[src/rtl/core/pfe_pkg.sv]
package pfe_pkg;

   localparam int STACK_DEPTH_DEF = 64;
   localparam int NUM_VARIABLES   = 32;
   localparam int VAR_WORD_W      = 32;
   localparam int CSR_ADDR_W      = 2;
   localparam int CSR_DATA_W      = 32;

   localparam logic [CSR_ADDR_W-1:0] CSR_ADDR_VARS = 2'd0;

   localparam logic [1:0] KIND_VAR   = 2'd0;
   localparam logic [1:0] KIND_CONST = 2'd1;
   localparam logic [1:0] KIND_NEG   = 2'd2;
   localparam logic [1:0] KIND_BIN   = 2'd3;

   localparam logic [2:0] OP_AND   = 3'd0;
   localparam logic [2:0] OP_OR    = 3'd1;
   localparam logic [2:0] OP_NIMPT = 3'd2;
   localparam logic [2:0] OP_TIMPN = 3'd3;
   localparam logic [2:0] OP_EQV   = 3'd4;

   localparam logic [1:0] ST_OK    = 2'd0;
   localparam logic [1:0] ST_UNDER = 2'd1;
   localparam logic [1:0] ST_DEPTH = 2'd2;
   localparam logic [1:0] ST_OVER  = 2'd3;

   typedef struct packed {
      logic [1:0] kind;
      logic [2:0] code;
      logic       push_bit;
      logic       last;
   } token_type;

   typedef struct packed {
      logic       value;
      logic [1:0] status;
   } result_type;

   function automatic logic apply_op(logic [2:0] code, logic top, logic nxt);
      logic r;
      unique case (code)
         OP_AND:   r = top & nxt;
         OP_OR:    r = top | nxt;
         OP_NIMPT: r = ~nxt | top;
         OP_TIMPN: r = ~top | nxt;
         OP_EQV:   r = ~(top ^ nxt);
         default:  r = 1'b0;
      endcase
      return r;
   endfunction

endpackage

[src/rtl/core/postfix_boolean_evaluator_unit.sv]
// channel | handshake           | payload
// req     | req_valid/req_ready | token_kind, operator_code, variable_index,
//         |                     | constant_value, last_token
// rsp     | rsp_valid/rsp_ready | result_value, status
// csr     | APB write/read      | variable_values at byte address 0
//
// One item per cycle while the result register has room; rsp_valid rises after a last item is accepted:
// the item goes through the input register, and the stack updates as the result register loads.
// The stack is a shift register, so each push or pop is a single shift.
// Reset is synchronous and clears counters, error and valids; no clearing pass is needed.
// A stalled rsp holds only last items: other items keep flowing past a full result register.
module postfix_boolean_evaluator_unit #(
   parameter int STACK_DEPTH = pfe_pkg::STACK_DEPTH_DEF
) (
   input  logic                           clock,
   input  logic                           reset,
   input  logic                           req_valid,
   output logic                           req_ready,
   input  logic [1:0]                     req_token_kind,
   input  logic [2:0]                     req_operator_code,
   input  logic [4:0]                     req_variable_index,
   input  logic                           req_constant_value,
   input  logic                           req_last_token,
   output logic                           rsp_valid,
   input  logic                           rsp_ready,
   output logic                           rsp_result_value,
   output logic [1:0]                     rsp_status,
   input  logic                           psel,
   input  logic                           penable,
   input  logic                           pwrite,
   input  logic [pfe_pkg::CSR_ADDR_W-1:0] paddr,
   input  logic [pfe_pkg::CSR_DATA_W-1:0] pwdata,
   output logic [pfe_pkg::CSR_DATA_W-1:0] prdata,
   output logic                           pready
);

   localparam logic [6:0] NUM_VARS = 7'(pfe_pkg::NUM_VARIABLES);

   logic [pfe_pkg::VAR_WORD_W-1:0] var_values;

   logic                 s1_valid_ff, s1_valid_in;
   logic [1:0]           kind_ff;
   logic [2:0]           code_ff;
   logic [4:0]           idx_ff;
   logic                 cval_ff;
   logic                 last_ff;

   logic                 rsp_valid_ff, rsp_valid_in;
   pfe_pkg::result_type  rsp_ff, rsp_in;

   pfe_pkg::token_type   tok;
   pfe_pkg::result_type  result;
   logic                 out_free;
   logic                 go;
   logic                 var_bit;

   pfe_csr u_csr (
      .clock      (clock),
      .reset      (reset),
      .psel       (psel),
      .penable    (penable),
      .pwrite     (pwrite),
      .paddr      (paddr),
      .pwdata     (pwdata),
      .prdata     (prdata),
      .pready     (pready),
      .var_values (var_values)
   );

   assign out_free  = !rsp_valid_ff || rsp_ready;
   // A last item needs room in the result register; others never wait.
   assign go        = s1_valid_ff && (!last_ff || out_free);
   assign req_ready = !s1_valid_ff || go;

   assign var_bit = ({2'b00, idx_ff} < NUM_VARS) ? var_values[idx_ff] : 1'b0;

   always_comb begin
      tok.kind     = kind_ff;
      tok.code     = code_ff;
      tok.push_bit = (kind_ff == pfe_pkg::KIND_VAR) ? var_bit : cval_ff;
      tok.last     = last_ff;
   end

   pfe_stack #(
      .STACK_DEPTH (STACK_DEPTH)
   ) u_stack (
      .clock  (clock),
      .reset  (reset),
      .go     (go),
      .tok    (tok),
      .result (result)
   );

   always_comb begin
      s1_valid_in = s1_valid_ff;
      if (req_ready) begin
         s1_valid_in = req_valid;
      end
   end

   always_comb begin
      rsp_valid_in = rsp_valid_ff;
      rsp_in       = rsp_ff;
      if (rsp_valid_ff && rsp_ready) begin
         rsp_valid_in = 1'b0;
      end
      if (go && last_ff) begin
         rsp_valid_in = 1'b1;
         rsp_in       = result;
      end
   end

   always_ff @(posedge clock) begin
      if (reset) begin
         s1_valid_ff  <= 1'b0;
         rsp_valid_ff <= 1'b0;
      end else begin
         s1_valid_ff  <= s1_valid_in;
         rsp_valid_ff <= rsp_valid_in;
      end
   end

   always_ff @(posedge clock) begin
      if (req_valid && req_ready) begin
         kind_ff <= req_token_kind;
         code_ff <= req_operator_code;
         idx_ff  <= req_variable_index;
         cval_ff <= req_constant_value;
         last_ff <= req_last_token;
      end
      rsp_ff <= rsp_in;
   end

   assign rsp_valid        = rsp_valid_ff;
   assign rsp_result_value = rsp_ff.value;
   assign rsp_status       = rsp_ff.status;

   a_stall_only_last: assert property (@(posedge clock) disable iff (reset)
      s1_valid_ff && !go |-> last_ff && rsp_valid_ff && !rsp_ready)
      else $error("input item held without a blocked result");

   a_rsp_from_last: assert property (@(posedge clock) disable iff (reset)
      !$past(rsp_valid_ff) && rsp_valid_ff |-> $past(go && last_ff))
      else $error("result raised without a last item");

endmodule

[src/rtl/core/pfe_csr.sv]
module pfe_csr (
   input  logic                               clock,
   input  logic                               reset,
   input  logic                               psel,
   input  logic                               penable,
   input  logic                               pwrite,
   input  logic [pfe_pkg::CSR_ADDR_W-1:0]     paddr,
   input  logic [pfe_pkg::CSR_DATA_W-1:0]     pwdata,
   output logic [pfe_pkg::CSR_DATA_W-1:0]     prdata,
   output logic                               pready,
   output logic [pfe_pkg::VAR_WORD_W-1:0]     var_values
);

   logic [pfe_pkg::VAR_WORD_W-1:0] vars_ff;
   logic [pfe_pkg::VAR_WORD_W-1:0] vars_in;
   logic                           wr_en;

   assign pready = 1'b1;
   assign wr_en  = psel && penable && pwrite && (paddr == pfe_pkg::CSR_ADDR_VARS);

   always_comb begin
      vars_in = vars_ff;
      if (wr_en) begin
         vars_in = pwdata[pfe_pkg::VAR_WORD_W-1:0];
      end
   end

   always_ff @(posedge clock) begin
      if (reset) begin
         vars_ff <= '0;
      end else begin
         vars_ff <= vars_in;
      end
   end

   assign prdata     = (paddr == pfe_pkg::CSR_ADDR_VARS) ? vars_ff : '0;
   assign var_values = vars_ff;

endmodule

[src/rtl/core/pfe_stack.sv]
module pfe_stack #(
   parameter int STACK_DEPTH = pfe_pkg::STACK_DEPTH_DEF
) (
   input  logic                   clock,
   input  logic                   reset,
   input  logic                   go,
   input  pfe_pkg::token_type     tok,
   output pfe_pkg::result_type    result
);

   localparam int DEPTH_W = $clog2(STACK_DEPTH + 1);
   localparam logic [DEPTH_W-1:0] FULL = DEPTH_W'(STACK_DEPTH);

   logic [STACK_DEPTH-1:0] stack_ff, stack_in, stack_nx;
   logic [DEPTH_W-1:0]     depth_ff, depth_in, depth_nx;
   logic [1:0]             err_ff, err_in, err_nx;

   // Top of stack sits at bit 0; pushes shift toward the bottom.
   always_comb begin
      stack_nx = stack_ff;
      depth_nx = depth_ff;
      err_nx   = err_ff;
      if (go && (err_ff == pfe_pkg::ST_OK)) begin
         unique case (tok.kind)
            pfe_pkg::KIND_VAR, pfe_pkg::KIND_CONST: begin
               if (depth_ff == FULL) begin
                  err_nx = pfe_pkg::ST_OVER;
               end else begin
                  stack_nx = {stack_ff[STACK_DEPTH-2:0], tok.push_bit};
                  depth_nx = depth_ff + 1'b1;
               end
            end
            pfe_pkg::KIND_NEG: begin
               if (depth_ff == '0) begin
                  err_nx = pfe_pkg::ST_UNDER;
               end else begin
                  stack_nx[0] = ~stack_ff[0];
               end
            end
            pfe_pkg::KIND_BIN: begin
               if (depth_ff < DEPTH_W'(2)) begin
                  err_nx = pfe_pkg::ST_UNDER;
               end else begin
                  // Pop two, push one: shift up by one and replace the top.
                  stack_nx    = stack_ff >> 1;
                  stack_nx[0] = pfe_pkg::apply_op(tok.code, stack_ff[0], stack_ff[1]);
                  depth_nx    = depth_ff - 1'b1;
               end
            end
            default: begin
               stack_nx = stack_ff;
            end
         endcase
      end
   end

   always_comb begin
      result.value  = 1'b0;
      result.status = err_nx;
      if (err_nx == pfe_pkg::ST_OK) begin
         if (depth_nx != DEPTH_W'(1)) begin
            result.status = pfe_pkg::ST_DEPTH;
         end else begin
            result.value = stack_nx[0];
         end
      end
   end

   always_comb begin
      stack_in = stack_nx;
      depth_in = depth_nx;
      err_in   = err_nx;
      if (go && tok.last) begin
         depth_in = '0;
         err_in   = pfe_pkg::ST_OK;
      end
   end

   always_ff @(posedge clock) begin
      if (reset) begin
         depth_ff <= '0;
         err_ff   <= pfe_pkg::ST_OK;
      end else begin
         depth_ff <= depth_in;
         err_ff   <= err_in;
      end
   end

   always_ff @(posedge clock) begin
      stack_ff <= stack_in;
   end

   a_depth_bound: assert property (@(posedge clock) disable iff (reset)
      depth_ff <= FULL)
      else $error("stack depth beyond capacity");

   a_last_clears: assert property (@(posedge clock) disable iff (reset)
      go && tok.last |=> (depth_ff == '0) && (err_ff == pfe_pkg::ST_OK))
      else $error("stack not cleared after last item");

   a_err_freezes: assert property (@(posedge clock) disable iff (reset)
      go && !tok.last && (err_ff != pfe_pkg::ST_OK) |=> $stable(depth_ff) && $stable(err_ff))
      else $error("stack moved while an error was pending");

endmodule

[config.mk]
export PLATFORM = sky130hd
export DESIGN_NAME = postfix_boolean_evaluator_unit
export DESIGN_NICKNAME = d
export VERILOG_FILES = /design/src/rtl/core/pfe_pkg.sv /design/src/rtl/core/postfix_boolean_evaluator_unit.sv /design/src/rtl/core/pfe_csr.sv /design/src/rtl/core/pfe_stack.sv
export SDC_FILE = /design/constraint.sdc
export NUM_CORES = 1
export LEC_CHECK = 0
export ABC_AREA = 0
export ABC_CLOCK_PERIOD_IN_PS = 3400
export BUFFER_PORTS_ARGS = -buffer_cell sky130_fd_sc_hd__buf_2
export CORE_UTILIZATION = 35
export CTS_CLUSTER_SIZE = 12
export DETAILED_ROUTE_END_ITERATION = 7
export MAX_ROUTING_LAYER = met4
export SLEW_MARGIN = 20
export SYNTH_ARGS = -nofsm -noshare
export SYNTH_HDL_FRONTEND = slang
export SYNTH_SLANG_ARGS = --single-unit
[constraint.sdc]
create_clock -name clock -period 3.4 [get_ports clock]
set_clock_uncertainty 0.2 [all_clocks]
set_input_delay 0.17 -clock clock [delete_from_list [all_inputs] [get_ports clock]]
set_output_delay 0.17 -clock clock [all_outputs]
set_load 0.01 [all_outputs]
==> insert_results.sql <==
INSERT INTO impl_metrics (metric_group, metric, value, unit) VALUES
('clock_network', 'htree_num_levels', '4', ''),
('run_status', 'status', 'finished, final reports clean', ''),
('clock_network', 'cts_buffer_depth', '2', ''),
('place', 'detailed_place.area', '6310', 'um^2'),
('power', 'p_comb_share', '7.1', '%'),
('logic_synthesis', 'yosysWarnings', '0', ''),
('finish', 'finalNetCount', '685', ''),
('clock_network', 'insertion_delay', '0.41', 'ns'),
('place', 'dp.final_hpwl', '8420', 'um'),
('worst_setup_path', 'timing.critical_path.to_type', 'register', ''),
('die', 'boundaryPins', '91', ''),
('worst_setup_path', 'cpMaxStageDelayCell', 'sky130_fd_sc_hd__dfxtp_1', ''),
('power', 'max_ir_drop_vdd', '368', 'uV'),
('global_route', 'via_count_of_the_first_global_routing_pass', '4336', ''),
('worst_setup_path', 'criticalPathCategory', 'register to register', ''),
('worst_setup_path', 'critPathMaxStageDelay', '0.40', 'ns'),
('logic_synthesis', 'synthCells', '503', ''),
('routing', 'drt_drc_violations_left', '0', ''),
('finish', 'final_layout_size_suffix_gt1_share', '22.0', '%'),
('worst_setup_path', 'start_kind', 'register', ''),
('timing', 'period_needed', '2.78', 'ns'),
('clock_network', 'clock_tree_from_tritoncts', 'done', ''),
('logic_synthesis', 'ys_ff_latch', '122', ''),
('place', 'post-place-ws', '0.664', 'ns'),
('place', 'routabilityCongestion', '0.932', ''),
('clock_network', 'clk_pin_slew_worst_paths', '0.06', 'ns'),
('power', 'power_report.internal_total', '2.91', 'mW'),
('place', 'place.port_buffers', '89', ''),
('die', 'floorplan.die_area', '16700', 'um^2'),
('finish', 'antenna-diode-count', '0', ''),
('timing', 'hold_ws', '0.0710', 'ns'),
('global_route', 'grt_first_pass_wirelength', '21500', 'um'),
('timing', 'timing.final.max_slew_violations', '0', ''),
('timing', 'final-hold-violation-count', '0', ''),
('clock_network', 'tritoncts_num_sinks', '122', ''),
('worst_setup_path', 'critPathMaxFanout', '8', ''),
('power', 'p_total', '3.71', 'mW'),
('worst_setup_path', 'cp.required', '3.33', 'ns'),
('routing', 'routed_via_density', '5.19', ''),
('die', 'number_of_rows_created_at_floorplan', '46', ''),
('finish', 'final_cell_area', '7360', 'um^2'),
('timing', 'timing.slew.headroom', '55.9', '%'),
('global_route', 'overflow', '0', ''),
('power', 'switchingPower', '0.804', 'mW'),
('clock_network', 'clock_tree.root_cell', 'sky130_fd_sc_hd__clkbuf_16', ''),
('logic_synthesis', 'postSynthAreaPerCell', '11.3', 'um^2'),
('place', 'dpl.cell_count', '778', ''),
('finish', 'final_cell_count_no_fill', '857', ''),
('timing', 'setup-tns-final', '0', 'ns'),
('routing', 'detailedRoute.firstPassIterationCount', '5', ''),
('timing', 'timing.final.ws_setup', '0.619', 'ns'),
('logic_synthesis', 'leading_cell_types_by_total_area_after_synthesis', 'sky130_fd_sc_hd__edfxtp_1 41%, sky130_fd_sc_hd__dfxtp_1 16%, sky130_fd_sc_hd__a22o_1 9.7%', ''),
('worst_setup_path', 'timing.critical_path.arrival', '2.71', 'ns'),
('die', 'horiz_die_dim', '129', 'um'),
('global_route', 'grt_start_max_net_pins', '64', ''),
('die', 'design.core.area', '15800', 'um^2'),
('clock_network', 'postCtsSetupBuffers', '0', ''),
('power', 'p_leak', '2.98', 'nW'),
('die', 'start_util', '35.8', '%'),
('finish', 'syn_to_final_growth', '29.8', '%'),
('timing', 'grt_setup_unrepaired', 'false', ''),
('power', 'switching_share', '21.7', '%'),
('worst_hold_path', 'hold_path_class', 'input port to register', ''),
('routing', 'drt_iter0_markers', '446', ''),
('worst_setup_path', 'crit_buf_inv', '1', ''),
('logic_synthesis', 'synthDominantAreaCellType', 'sky130_fd_sc_hd__edfxtp_1', ''),
('power', 'seqPwrFrac', '45.0', '%'),
('logic_synthesis', 'postSynth.asyncResetShare', '0', '%'),
('timing', 'fmaxAchievable', '360', 'MHz'),
('logic_synthesis', 'syn-cell-area', '5670', 'um^2'),
('run', 'drv.max_cap_violation_count', '0', '');
-- layout make-up --
type	instances	area, um^2
Clock buffer	18	429
Clock inverter	14	155
Fill cell	1419	8460
Inverter	9	33.8
Multi-Input combinational cell	335	2270
Sequential cell	122	3220
Tap cell	216	270
Timing Repair Buffer	143	981
-- metal layers --
layer | vias to the layer above | share of wire (%) | global-route usage (%)
li1 | 2129 | - | -
met1 | 2130 | 44 | 20.7
met2 | 167 | 49 | 27.4
met3 | 24 | 5.0 | 4.62
met4 | 0 | 1.7 | 6.85
met5 | - | 0 | -
-- power by group through the flow --
| stage | sequential, mW | clock, mW | combinational (mW) |
|---|---|---|---|
| 6_report | 1.67 | 1.78 | 0.263 |
| 4_1_cts | 1.67 | 1.81 | 0.259 |
| 5_1_grt | 1.68 | 1.89 | 0.286 |
| 2_1_floorplan | 1.68 | 0 | 0.154 |
| 3_5_place_dp | 1.70 | 0 | 0.217 |
| 3_3_place_gp | 1.70 | 0 | 0.212 |
-- Yosys cell counts, types with 4 or more instances --
| cell type | count |
|---|---|
| sky130_fd_sc_hd__nor3b_1 | 4 |
| sky130_fd_sc_hd__a31oi_1 | 6 |
| sky130_fd_sc_hd__a22o_1 | 63 |
| sky130_fd_sc_hd__inv_1 | 9 |
| sky130_fd_sc_hd__a21oi_1 | 41 |
| sky130_fd_sc_hd__nor2b_1 | 6 |
| sky130_fd_sc_hd__nand3_1 | 7 |
| sky130_fd_sc_hd__o21ai_0 | 5 |
| sky130_fd_sc_hd__dfxtp_1 | 44 |
| sky130_fd_sc_hd__nand2b_1 | 5 |
| sky130_fd_sc_hd__nor2_1 | 16 |
| sky130_fd_sc_hd__nor3_1 | 7 |
| sky130_fd_sc_hd__nand4_1 | 5 |
| sky130_fd_sc_hd__edfxtp_1 | 78 |
| sky130_fd_sc_hd__buf_2 | 6 |
| sky130_fd_sc_hd__and2_1 | 35 |
| sky130_fd_sc_hd__nand2_1 | 74 |
| sky130_fd_sc_hd__clkbuf_1 | 25 |
| sky130_fd_sc_hd__ha_1 | 4 |
| sky130_fd_sc_hd__mux4_1 | 5 |
-- timing repair --
action	4_1_cts	5_1_grt
gates resized for setup	0	0
hold buffers	47	0
hold endpoints to repair	46	0
-- sequential cells by signal, indices dropped and copies added (netlist names) --
| name | cells |
|---|---|
| cval_ff | 1 |
| u_csr.var_values | 32 |
| u_stack.stack_ff | 64 |
| rsp_valid | 1 |
| s1_valid_ff | 1 |
| code_ff | 3 |
| last_ff | 1 |
| u_stack.err_ff | 2 |
| kind_ff | 2 |
| rsp_status | 2 |
| rsp_result_value | 1 |
| u_stack.depth_ff | 7 |
| idx_ff | 5 |
-- placed cells by master (no fill, tap or decap), drive strengths merged, types with 2 or more instances in the layout --
master	netlist	final
nor3b	5	5
nand3	7	7
and2	36	36
nand2b	5	5
edfxtp	78	78
or3b	3	3
or3	2	2
and3	3	3
a31oi	6	6
clkinvlp	0	2
buf	12	96
nor4b	2	2
clkinv	0	9
clkbuf	25	18
or2	2	2
nor2	17	17
dfxtp	44	44
xnor2	2	2
mux2	2	2
mux4	7	7
ha	4	4
dlygate4sd3	0	47
a21oi	42	42
a32oi	2	2
nand4	5	5
nor2b	6	6
mux2i	3	3
nor3	7	7
and4	2	2
nor4	2	2
bufinv	0	3
o211a	2	2
o21ai	5	5
inv	9	9
a22o	63	63
o221ai	2	2
nand2	74	74
-- logic make-up after synthesis --
group	synth area share, %
and+or+nand+nor	16.9
DFF	56.8
AOI/OAI and AO/OA	17.5
other	0.0661
xor gates and xnor gates	0.309
buffers and inverters	3.51
muxes	4.04
adders and majority gates	0.882
-- worst paths after layout --
path                             start              endpoint  slack (ns)  cells past startpoint
setup / recovery   u_stack.depth_ff[1]         rsp_status[1]        0.62                      8
hold / removal                   reset             rsp_valid        0.07                      2
setup reg to reg   u_stack.depth_ff[1]         rsp_status[1]        0.62                      8
hold reg to reg   u_csr.var_values[12]  u_csr.var_values[12]        0.26                      2
No activity file was read; power rests on OpenSTA's default activity.
